<file path="config.mk">
export PLATFORM = sky130hd
export DESIGN_NAME = cipe_mdu
export DESIGN_NICKNAME = d
export VERILOG_FILES = /design/src/hdl/cipe_pkg.sv /design/src/hdl/cipe_mdu.sv
export SDC_FILE = /design/constraint.sdc
export NUM_CORES = 2
export LEC_CHECK = 0
export BUFFER_PORTS_ARGS = -buffer_cell sky130_fd_sc_hd__buf_4
export CAP_MARGIN = 20
export CORE_ASPECT_RATIO = 0.7
export CORE_MARGIN = 2
export CORE_UTILIZATION = 45
export DETAILED_ROUTE_END_ITERATION = 16
export PLACE_DENSITY = 0.6
export RECOVER_POWER = 25
export SLEW_MARGIN = 20
export SYNTH_ARGS = -nofsm -noshare
export SYNTH_HDL_FRONTEND = slang
export SYNTH_SLANG_ARGS = --single-unit
</file>
<file path="constraint.sdc">
create_clock -name clk -period 33.7 [get_ports clk]
set_input_delay 0 -clock clk [delete_from_list [all_inputs] [get_ports clk]]
set_output_delay 0 -clock clk [all_outputs]
set_load 0.005 [all_outputs]
</file>
<file path="src/hdl/cipe_pkg.sv">
// ----------------------------------------------------------------------------
// cipe_pkg: shared types and constants of the checked integer plan executor
// Word layouts, action/opcode/status codes and sequencer states.
// ----------------------------------------------------------------------------
package cipe_pkg;

  localparam int DefPlanSteps = 64;
  localparam int DefArgSlots  = 8;

  localparam logic [1:0] ACT_LOAD   = 2'd0;
  localparam logic [1:0] ACT_EXEC   = 2'd1;
  localparam logic [1:0] ACT_FINISH = 2'd2;
  localparam logic [1:0] ACT_NOP    = 2'd3;

  localparam logic [3:0] OP_ARG  = 4'd0;
  localparam logic [3:0] OP_IMM  = 4'd1;
  localparam logic [3:0] OP_ADD  = 4'd2;
  localparam logic [3:0] OP_SUB  = 4'd3;
  localparam logic [3:0] OP_MUL  = 4'd4;
  localparam logic [3:0] OP_MOD  = 4'd5;
  localparam logic [3:0] OP_NEG  = 4'd6;
  localparam logic [3:0] OP_LT   = 4'd7;
  localparam logic [3:0] OP_LE   = 4'd8;
  localparam logic [3:0] OP_GT   = 4'd9;
  localparam logic [3:0] OP_GE   = 4'd10;
  localparam logic [3:0] OP_COPY = 4'd11;
  localparam logic [3:0] OP_RSV  = 4'd12;

  localparam logic [2:0] ST_DONE    = 3'd0;
  localparam logic [2:0] ST_RESERVE = 3'd1;
  localparam logic [2:0] ST_FAULT   = 3'd2;
  localparam logic [2:0] ST_FINAL   = 3'd3;
  localparam logic [2:0] ST_SKIP    = 3'd4;

  localparam logic [63:0] MIN_S64 = {1'b1, 63'd0};

  typedef struct packed {
    logic [1:0]         action;
    logic [3:0]         opcode;
    logic [5:0]         lhs_index;
    logic               lhs_present;
    logic [5:0]         rhs_index;
    logic               rhs_present;
    logic signed [63:0] immediate;
    logic [2:0]         arg_slot;
    logic signed [63:0] arg_value;
    logic [5:0]         result_index;
  } in_word_t;

  typedef struct packed {
    logic [2:0]         status;
    logic signed [63:0] value;
    logic [5:0]         fault_step;
    logic signed [63:0] fault_left;
    logic signed [63:0] fault_right;
    logic [62:0]        reserve_count;
  } out_word_t;

  typedef enum logic [3:0] {
    S_IDLE, S_RD_A, S_RD_B, S_EXEC, S_MUL, S_DIV, S_FIN_RD, S_WRITE, S_OUT
  } seq_state_t;

  // Command to and reply from the shared multiply/divide unit.
  typedef struct packed {
    logic start;
    logic is_mod;
  } mdu_cmd_t;

  typedef struct packed {
    logic        done;
    logic        ovf;
    logic [63:0] result;
  } mdu_rsp_t;

endpackage

</file>
<file path="src/hdl/cipe_mdu.sv">
// ----------------------------------------------------------------------------
// cipe_mdu: iterative signed multiply and remainder unit
// Multiply: 32x32 partial products, one per cycle. Remainder: restoring
// division, one quotient bit per cycle.
// ----------------------------------------------------------------------------
module cipe_mdu
  import cipe_pkg::*;
(
  input  logic        clk,
  input  logic        rst_n,
  input  mdu_cmd_t    cmd,
  input  logic [63:0] op_a,
  input  logic [63:0] op_b,
  output mdu_rsp_t    rsp
);

  logic        busy_r, busy_nxt;
  logic        mod_r, mod_nxt;
  logic [6:0]  cnt_r, cnt_nxt;
  logic        neg_r, neg_nxt;
  logic [63:0] ua_r, ua_nxt;
  logic [63:0] ub_r, ub_nxt;
  logic [63:0] rem_r, rem_nxt;
  logic [63:0] lo_r, lo_nxt;
  logic [63:0] hi_r, hi_nxt;
  logic        done_r, done_nxt;
  logic        ovf_r, ovf_nxt;
  logic [63:0] res_r, res_nxt;

  logic [63:0] pp;
  logic [31:0] pa, pb;
  logic [64:0] trial;
  logic [64:0] shl;
  logic [128:0] acc;
  logic [63:0]  limit;

  always_comb begin
    unique case (cnt_r[1:0])
      2'd0: begin pa = ua_r[31:0];  pb = ub_r[31:0];  end
      2'd1: begin pa = ua_r[31:0];  pb = ub_r[63:32]; end
      2'd2: begin pa = ua_r[63:32]; pb = ub_r[31:0];  end
      default: begin pa = ua_r[63:32]; pb = ub_r[63:32]; end
    endcase
    pp    = {32'd0, pa} * {32'd0, pb};
    shl   = {rem_r, lo_r[63]};
    trial = shl - {1'b0, ub_r};
    limit = neg_r ? MIN_S64 : ~MIN_S64;
  end

  always_comb begin
    busy_nxt = busy_r; mod_nxt = mod_r; cnt_nxt = cnt_r; neg_nxt = neg_r;
    ua_nxt = ua_r; ub_nxt = ub_r; rem_nxt = rem_r; lo_nxt = lo_r; hi_nxt = hi_r;
    done_nxt = 1'b0; ovf_nxt = ovf_r; res_nxt = res_r;
    acc = {1'b0, hi_r, lo_r};
    if (cmd.start) begin
      busy_nxt = 1'b1;
      mod_nxt  = cmd.is_mod;
      cnt_nxt  = '0;
      ua_nxt   = op_a[63] ? 64'd0 - op_a : op_a;
      ub_nxt   = op_b[63] ? 64'd0 - op_b : op_b;
      neg_nxt  = cmd.is_mod ? op_a[63] : (op_a[63] ^ op_b[63]);
      rem_nxt  = '0;
      lo_nxt   = cmd.is_mod ? (op_a[63] ? 64'd0 - op_a : op_a) : 64'd0;
      hi_nxt   = '0;
    end else if (busy_r) begin
      if (!mod_r) begin
        unique case (cnt_r[1:0])
          2'd0: acc = acc + {65'd0, pp};
          2'd1, 2'd2: acc = acc + {33'd0, pp, 32'd0};
          default: acc = acc + {1'b0, pp, 64'd0};
        endcase
        {hi_nxt, lo_nxt} = acc[127:0];
        cnt_nxt = cnt_r + 7'd1;
        if (cnt_r[1:0] == 2'd3) begin
          busy_nxt = 1'b0;
          done_nxt = 1'b1;
          ovf_nxt  = (acc[127:64] != 64'd0) || (acc[63:0] > limit);
          res_nxt  = neg_r ? 64'd0 - acc[63:0] : acc[63:0];
        end
      end else begin
        lo_nxt = {lo_r[62:0], 1'b0};
        if (!trial[64]) rem_nxt = trial[63:0];
        else rem_nxt = shl[63:0];
        cnt_nxt = cnt_r + 7'd1;
        if (cnt_r == 7'd63) begin
          busy_nxt = 1'b0;
          done_nxt = 1'b1;
          ovf_nxt  = 1'b0;
          res_nxt  = neg_r ? 64'd0 - rem_nxt : rem_nxt;
        end
      end
    end
  end

  always_ff @(posedge clk) begin
    if (!rst_n) begin
      busy_r <= 1'b0;
      done_r <= 1'b0;
    end else begin
      busy_r <= busy_nxt;
      done_r <= done_nxt;
    end
    mod_r <= mod_nxt; cnt_r <= cnt_nxt; neg_r <= neg_nxt; ua_r <= ua_nxt;
    ub_r <= ub_nxt; rem_r <= rem_nxt; lo_r <= lo_nxt; hi_r <= hi_nxt;
    ovf_r <= ovf_nxt; res_r <= res_nxt;
  end

  assign rsp = '{done: done_r, ovf: ovf_r, result: res_r};

endmodule

</file>
After elaboration in Yosys (flattened, before gate mapping)
Cells that the tools add are included.
Storage, ports and cells
  register bits: 396
  word-level logic and storage cells: 80
  bits of input ports: 132
Cells by class
  multipliers: 1
  equality and inequality tests: 5
  reductions and logical operators: 12
  add/subtract/negate cells: 9
  magnitude comparators: 1
  multiplexer cells: 34
  bitwise gates (word level): 5
Operator list (count)
  64-bit 2-to-1 mux: 15
  128-bit 2-to-1 mux: 3
  128-bit case mux with 2 select lines: 1
  1-bit by 64-bit subtractor with 64-bit output, first input constant: 4
  128-bit adder: 1
  128-bit by 64-bit adder with 128-bit output: 1
  128-bit by 96-bit adder with 128-bit output: 1
  65-bit by 64-bit subtractor with 65-bit output: 1
  64-bit greater-than comparator: 1
  32-bit by 32-bit multiplier with 64-bit output: 1
  32-bit 2-to-1 mux: 2
  64-bit nonzero test: 1
  63-bit 2-to-1 mux: 1
  1-bit 2-to-1 mux: 12
  7-bit by 1-bit adder with 7-bit output, second input constant: 1
  7-bit by 6-bit equality test with 1-bit output, second input constant: 1
  2-bit OR reduction: 3
  2-bit equality test, second input constant: 2
  1-bit inverter: 4
  2-bit AND reduction: 2
  4-bit AND reduction: 1
  2-bit nonzero test: 2
  3-bit OR reduction: 1
  2-bit by 1-bit equality test with 1-bit output, second input constant: 1
  4 further kinds: 4

Depth between registers and ports, before layout
  depth after elaboration: 13
  depth in mapped cells: 68

Least setup slack after synthesis
OpenSTA, ideal clock, no wires.
  kind: register to register
  start: register cnt_r[0]
  end: register ovf_r, data pin
  required time: 33.423 ns
  path slack: 18.708 ns
  stages on the path, launching flop included: 63
  setup time: 0.277 ns
  period minus slack after synthesis: 14.992 ns
  path buffers: 8
  arrival: 14.715 ns
  cells stage by stage: dfxtp_1 > inv_1 > ha_1 > clkbuf_1 > buf_1 > clkbuf_1 > nor2_1 > clkbuf_1 > buf_1 > mux2i_1 > clkbuf_1 > nor2_1 > fa_1 > inv_1 > fa_1 > inv_1 > fa_1 > fa_1 > [27 not listed] > a31oi_1 > o21ai_0 > xor2_1 > a221oi_1 > or2_2 > inv_1 > ha_1 > nand4_1 > nor2_1 > nand2_1 > nor4_1 > nand3_1 > a21boi_0 > nand4b_1 > nor4_1 > nand4_1 > and4b_1 > a41oi_1
On the way
  word-level cells in the longest chain between the ends: 13
  elaborated cells between the ends (all ways): 21
  classes of those cells: 3 x add/sub; 1 x mul; 1 x order compare; 2 x eq/ne; 8 x mux; 6 x reduce/logical
Ends and longest elaborated chain
  from (decl): line cipe_mdu.sv:19  | logic [6:0] cnt_r, cnt_nxt;
  from (signal assigned): line cipe_mdu.sv:103  | mod_r <= mod_nxt; cnt_r <= cnt_nxt; neg_r <= neg_nxt; ua_r <= ua_nxt;
  2-bit by 1-bit equality test with 1-bit output (tied with other cells): line cipe_mdu.sv:38, cipe_mdu.sv:67
  2-bit OR reduction (no source line)
  32-bit 2-to-1 mux: line cipe_mdu.sv:38  | unique case (cnt_r[1:0])
  32-bit by 32-bit multiplier with 64-bit output: line cipe_mdu.sv:44  | pp = {32'd0, pa} * {32'd0, pb};
  128-bit by 64-bit adder with 128-bit output (tied with other cells): line cipe_mdu.sv:68  | 2'd0: acc = acc + {65'd0, pp};
  128-bit case mux with 2 select lines (*): line cipe_mdu.sv:67  | unique case (cnt_r[1:0])
  128-bit 2-to-1 mux (*): line cipe_mdu.sv:66  | if (!mod_r) begin
  128-bit 2-to-1 mux (*): line cipe_mdu.sv:65  | end else if (busy_r) begin
  128-bit 2-to-1 mux (*): line cipe_mdu.sv:55  | if (cmd.start) begin
  64-bit greater-than comparator / 64-bit nonzero test (equally long branches): line cipe_mdu.sv:77  | ovf_nxt = (acc[127:64] != 64'd0) || (acc[63:0] > limit);
  1-bit logical OR (*): line cipe_mdu.sv:77
  1-bit 2-to-1 mux (*): line cipe_mdu.sv:74  | if (cnt_r[1:0] == 2'd3) begin
  1-bit 2-to-1 mux (*): line cipe_mdu.sv:66
  to (signal assigned): line cipe_mdu.sv:105  | ovf_r <= ovf_nxt; res_r <= res_nxt;
  to (decl): line cipe_mdu.sv:27  | logic ovf_r, ovf_nxt;
Mark *: on every way between the ends. The rest lies on a longest branch, timed or not. The select of a mux whose other input is x is not followed.
A chain may end at the register's enable or synchronous reset.

Worst setup path in the final report
Same ends and word-level chain as after synthesis.

==> results.sh <==
export IMPL_setup_slack_of_the_most_critical_reg_to_reg_path_ns=15.06
export IMPL_synth_cells=9761
export IMPL_initialDrtViolationCount=11154
export IMPL_final_net_count=11574
export IMPL_detailedRoute_firstPassIterationCount=8
export IMPL_fmax_mhz=53.7
export IMPL_drt_wl_total_um=372000
export IMPL_number_of_enable_type_register_cells_in_the_synthesized_netlist=259
export IMPL_ys_types=105
export IMPL_timing_hold_worst_start="op_a[56]"
export IMPL_clock_tree_root_cell="sky130_fd_sc_hd__clkbuf_16"
export IMPL_initial_utilization_pct=45.4
export IMPL_timing_rr_start="cnt_r[0]"
export IMPL_number_of_global_route_vias_before_repair=75001
export IMPL_cts_htree_levels=2
export IMPL_setup_worst_path_start_class="flip-flop"
export IMPL_hpwl_after_detailed_placement_um=300000
export IMPL_horizontal_die_dimension_um=501
export IMPL_cts_sinks=396
export IMPL_synth_cells_most_frequent="sky130_fd_sc_hd__nand2_1 (1,184), sky130_fd_sc_hd__inv_1 (1,135), sky130_fd_sc_hd__nor2_1 (1,099), sky130_fd_sc_hd__fa_1 (900), sky130_fd_sc_hd__ha_1 (592)"
export IMPL_tritoncts="built"
export IMPL_gp_congestion=1.07
export IMPL_wl_per_cell_um=30.3
export IMPL_synthArstFlopShare_pct=0
export IMPL_final_period_minus_worst_setup_slack_ns=18.64
export IMPL_setup_tns_ns=0
export IMPL_antenna_found_initial=27
export IMPL_die_ar_mm2=0.176
export IMPL_criticalPathCategory="flip-flop to flip-flop"
export IMPL_synth_seq_cells=396
export IMPL_worst_pin_slew_ns=3.78
export IMPL_data_required_time_at_the_worst_endpoint_ns=34.06
export IMPL_synth_largest_type_area_fraction_pct=23.2
export IMPL_route_antenna_remaining_nets=0
export IMPL_finalCritPeriodShare_pct=55.3
export IMPL_hold_ws_ns=0.0703
export IMPL_clock_insertion_delay_worst_skew_ns=0.69
export IMPL_max_slew_margin_pct=-152
export IMPL_grt_overflow_total=0
export IMPL_synthMuxAreaShare_pct=2.44
export IMPL_postSynth_topFlopCell="sky130_fd_sc_hd__edfxtp_1"
export IMPL_area_growth_pct=10.6
export IMPL_grt_util_all_layers_pct=41.3
export IMPL_post_synth_xor_area_fraction_pct=4.55
export IMPL_rr_endpoint="ovf_r"
export IMPL_crit_path_max_fanout=65
export IMPL_synth_simple_gate_area_share_pct=19.8
export IMPL_avgViaCountPerCell=6.44
export IMPL_status="finished with violations"
export IMPL_worst_ep_arrival_time_ns=19.00
export IMPL_yosysSeqAreaShare_pct=13.5
export IMPL_synthesis_area_per_instance_um2=7.97
export IMPL_placeableCoreArea_mm2=0.171
export IMPL_critical_path_max_stage_delay_ns=0.74
export IMPL_holdPathEnd="ua_r[57]"
export IMPL_worstHoldPathCells=3
export IMPL_cap_viol_max_count=4
export IMPL_number_of_max_slew_violations_in_the_final_report=247
export IMPL_die_outline_height_um=352
export IMPL_synth_adder_area_share_pct=32.7
export IMPL_ys_warn_count=0
export IMPL_yosys_area_top_type="sky130_fd_sc_hd__fa_1"
export IMPL_synth_top_cells_by_area="sky130_fd_sc_hd__fa_1 (23%), sky130_fd_sc_hd__edfxtp_1 (10%), sky130_fd_sc_hd__ha_1 (9.5%)"
export IMPL_clkTransAtPathRegs_ns=0.06
export IMPL_final_hold_violation_count=0
export IMPL_main_combinational_cell_family_by_area_after_synthesis="adder cells"
export IMPL_setup_viol_count_final=0
export IMPL_setup_crit_end_kind="flip-flop"
export IMPL_top_level_ports=198
export IMPL_crit_buf_inv=13
export IMPL_leading_cell_type_by_number_of_instances_after_synthesis="sky130_fd_sc_hd__nand2_1"
export IMPL_number_of_cts_inserted_buffers=48
export IMPL_violations_in_the_final_reports="capacitance limit, slew limit"
export IMPL_synth_nets=11385
export IMPL_postCtsResizedCells=0
export IMPL_timing_hold_worst_class="primary input to flip-flop"
export IMPL_pin_count_of_the_biggest_net_entering_global_routing=94
export IMPL_synth_compound_area_share_pct=19.0
export IMPL_rsz0062_at_grt="false"
export IMPL_timing_critical_path_max_delay_family="adder cells"
export IMPL_syn_area_mm2=0.0778
export IMPL_final_layout_size_suffix_gt1_share_pct=7.32
export IMPL_grt_first_pass_wirelength_um=529000
export IMPL_drc=0
export IMPL_detailroute_via_count=78940
export IMPL_placement_rows=127
export IMPL_fin_worst_skew_ns=0.0663
export IMPL_critical_path_slowest_cell="sky130_fd_sc_hd__a21boi_1"
export IMPL_r2r_cells=61
export IMPL_place_port_buffers=197
export IMPL_buffer_levels_on_the_longest_clock_path=3
[worst max path at each step]
stage	startpoint	endpoint	slack, ns	cells past startpoint
floorplan	cnt_r[0]	ovf_r	18.71	62
global placement	cnt_r[0]	ovf_r	15.00	56
detailed placement	cnt_r[0]	ovf_r	15.71	58
CTS	cnt_r[0]	ovf_r	15.60	57
global route	cnt_r[0]	ovf_r	14.14	58
finish	cnt_r[0]	ovf_r	15.06	61
[flip-flops by register name, indices dropped and copies added (netlist names)]
signal and count:
res_r 64, done_r 1, mod_r 1, cnt_r 7, ovf_r 1, hi_r 64
ua_r 64, neg_r 1, lo_r 64, rem_r 64, busy_r 1, ub_r 64
[timing repair]
action,CTS,global route
setup buffers,0,0
hold endpoints to repair,183,1
hold buffers,186,1
[cells in the final DEF (no fill, tap or decap), types with 92 or more instances in the layout]
master	instances
sky130_fd_sc_hd__fa_1	900
sky130_fd_sc_hd__nor2_1	1095
sky130_fd_sc_hd__nand4_1	166
sky130_fd_sc_hd__a21o_1	210
sky130_fd_sc_hd__ha_1	591
sky130_fd_sc_hd__o21ai_0	439
sky130_fd_sc_hd__nor3_1	188
sky130_fd_sc_hd__nand3_1	155
sky130_fd_sc_hd__a21oi_1	585
sky130_fd_sc_hd__inv_1	1135
sky130_fd_sc_hd__or3_1	92
sky130_fd_sc_hd__nand2_1	1183
sky130_fd_sc_hd__dlygate4sd3_1	187
sky130_fd_sc_hd__dfxtp_1	137
sky130_fd_sc_hd__mux2i_1	114
sky130_fd_sc_hd__buf_4	385
sky130_fd_sc_hd__xor2_1	119
sky130_fd_sc_hd__o31ai_1	108
sky130_fd_sc_hd__xnor2_1	255
sky130_fd_sc_hd__a211oi_1	137
sky130_fd_sc_hd__edfxtp_1	259
[per-layer routing]
metal	share of wire [%]	wire (um)	global-route usage, %	vias to the layer above
li1	-	-	-	34001
met1	41	152000	57.4	38893
met2	39	144000	55.9	5129
met3	14	51400	13.7	883
met4	6.5	24200	22.5	34
met5	0.10	385	0.515	-
[worst min-delay path, cell delays in order]
cell and delay [ns]:
sky130_fd_sc_hd__buf_4 0.10, sky130_fd_sc_hd__o31ai_1 0.08, sky130_fd_sc_hd__xnor2_1 0.27
[per-stage QoR]
step | util (%) | worst slack, ns | std cells | instance area, um2
3_3_place_gp | 48.2 | 15.00 | 11968 | 82600
6_report | 50.2 | 15.06 | 12266 | 86000
3_5_place_dp | 48.2 | 15.71 | 11969 | 82600
4_1_cts | 50.2 | 15.60 | 12244 | 86000
2_1_floorplan | - | 18.71 | 9761 | 77800
5_1_grt | 50.1 | 14.14 | 12249 | 86000
[cells by family (layout without fill, tap and decap cells)]
group / count (synthesis) / after routing
AND/OR/NAND/NOR: 3384 / 3384
AO/OA/AOI/OAI: 2255 / 2255
buffers and inverters: 1646 / 1874
adder cells (fa/ha/maj): 1492 / 1492
XOR/XNOR: 404 / 404
flip-flops: 396 / 396
multiplexers: 184 / 184
other: 0 / 20
[cell type report]
type | count | area (um2)
inverter | 1138 | 4270
timing repair buffer | 647 | 5210
antenna | 20 | 50.0
sequential | 396 | 10500
clock inverter | 28 | 273
clock buffer | 61 | 1270
multi-input combinational | 7719 | 61600
tap | 2257 | 2820
fill | 16694 | 85400
Power is left out: the tool's default activity adds up to more than one toggle a clock period on the data nets, which glitch-free logic cannot reach.
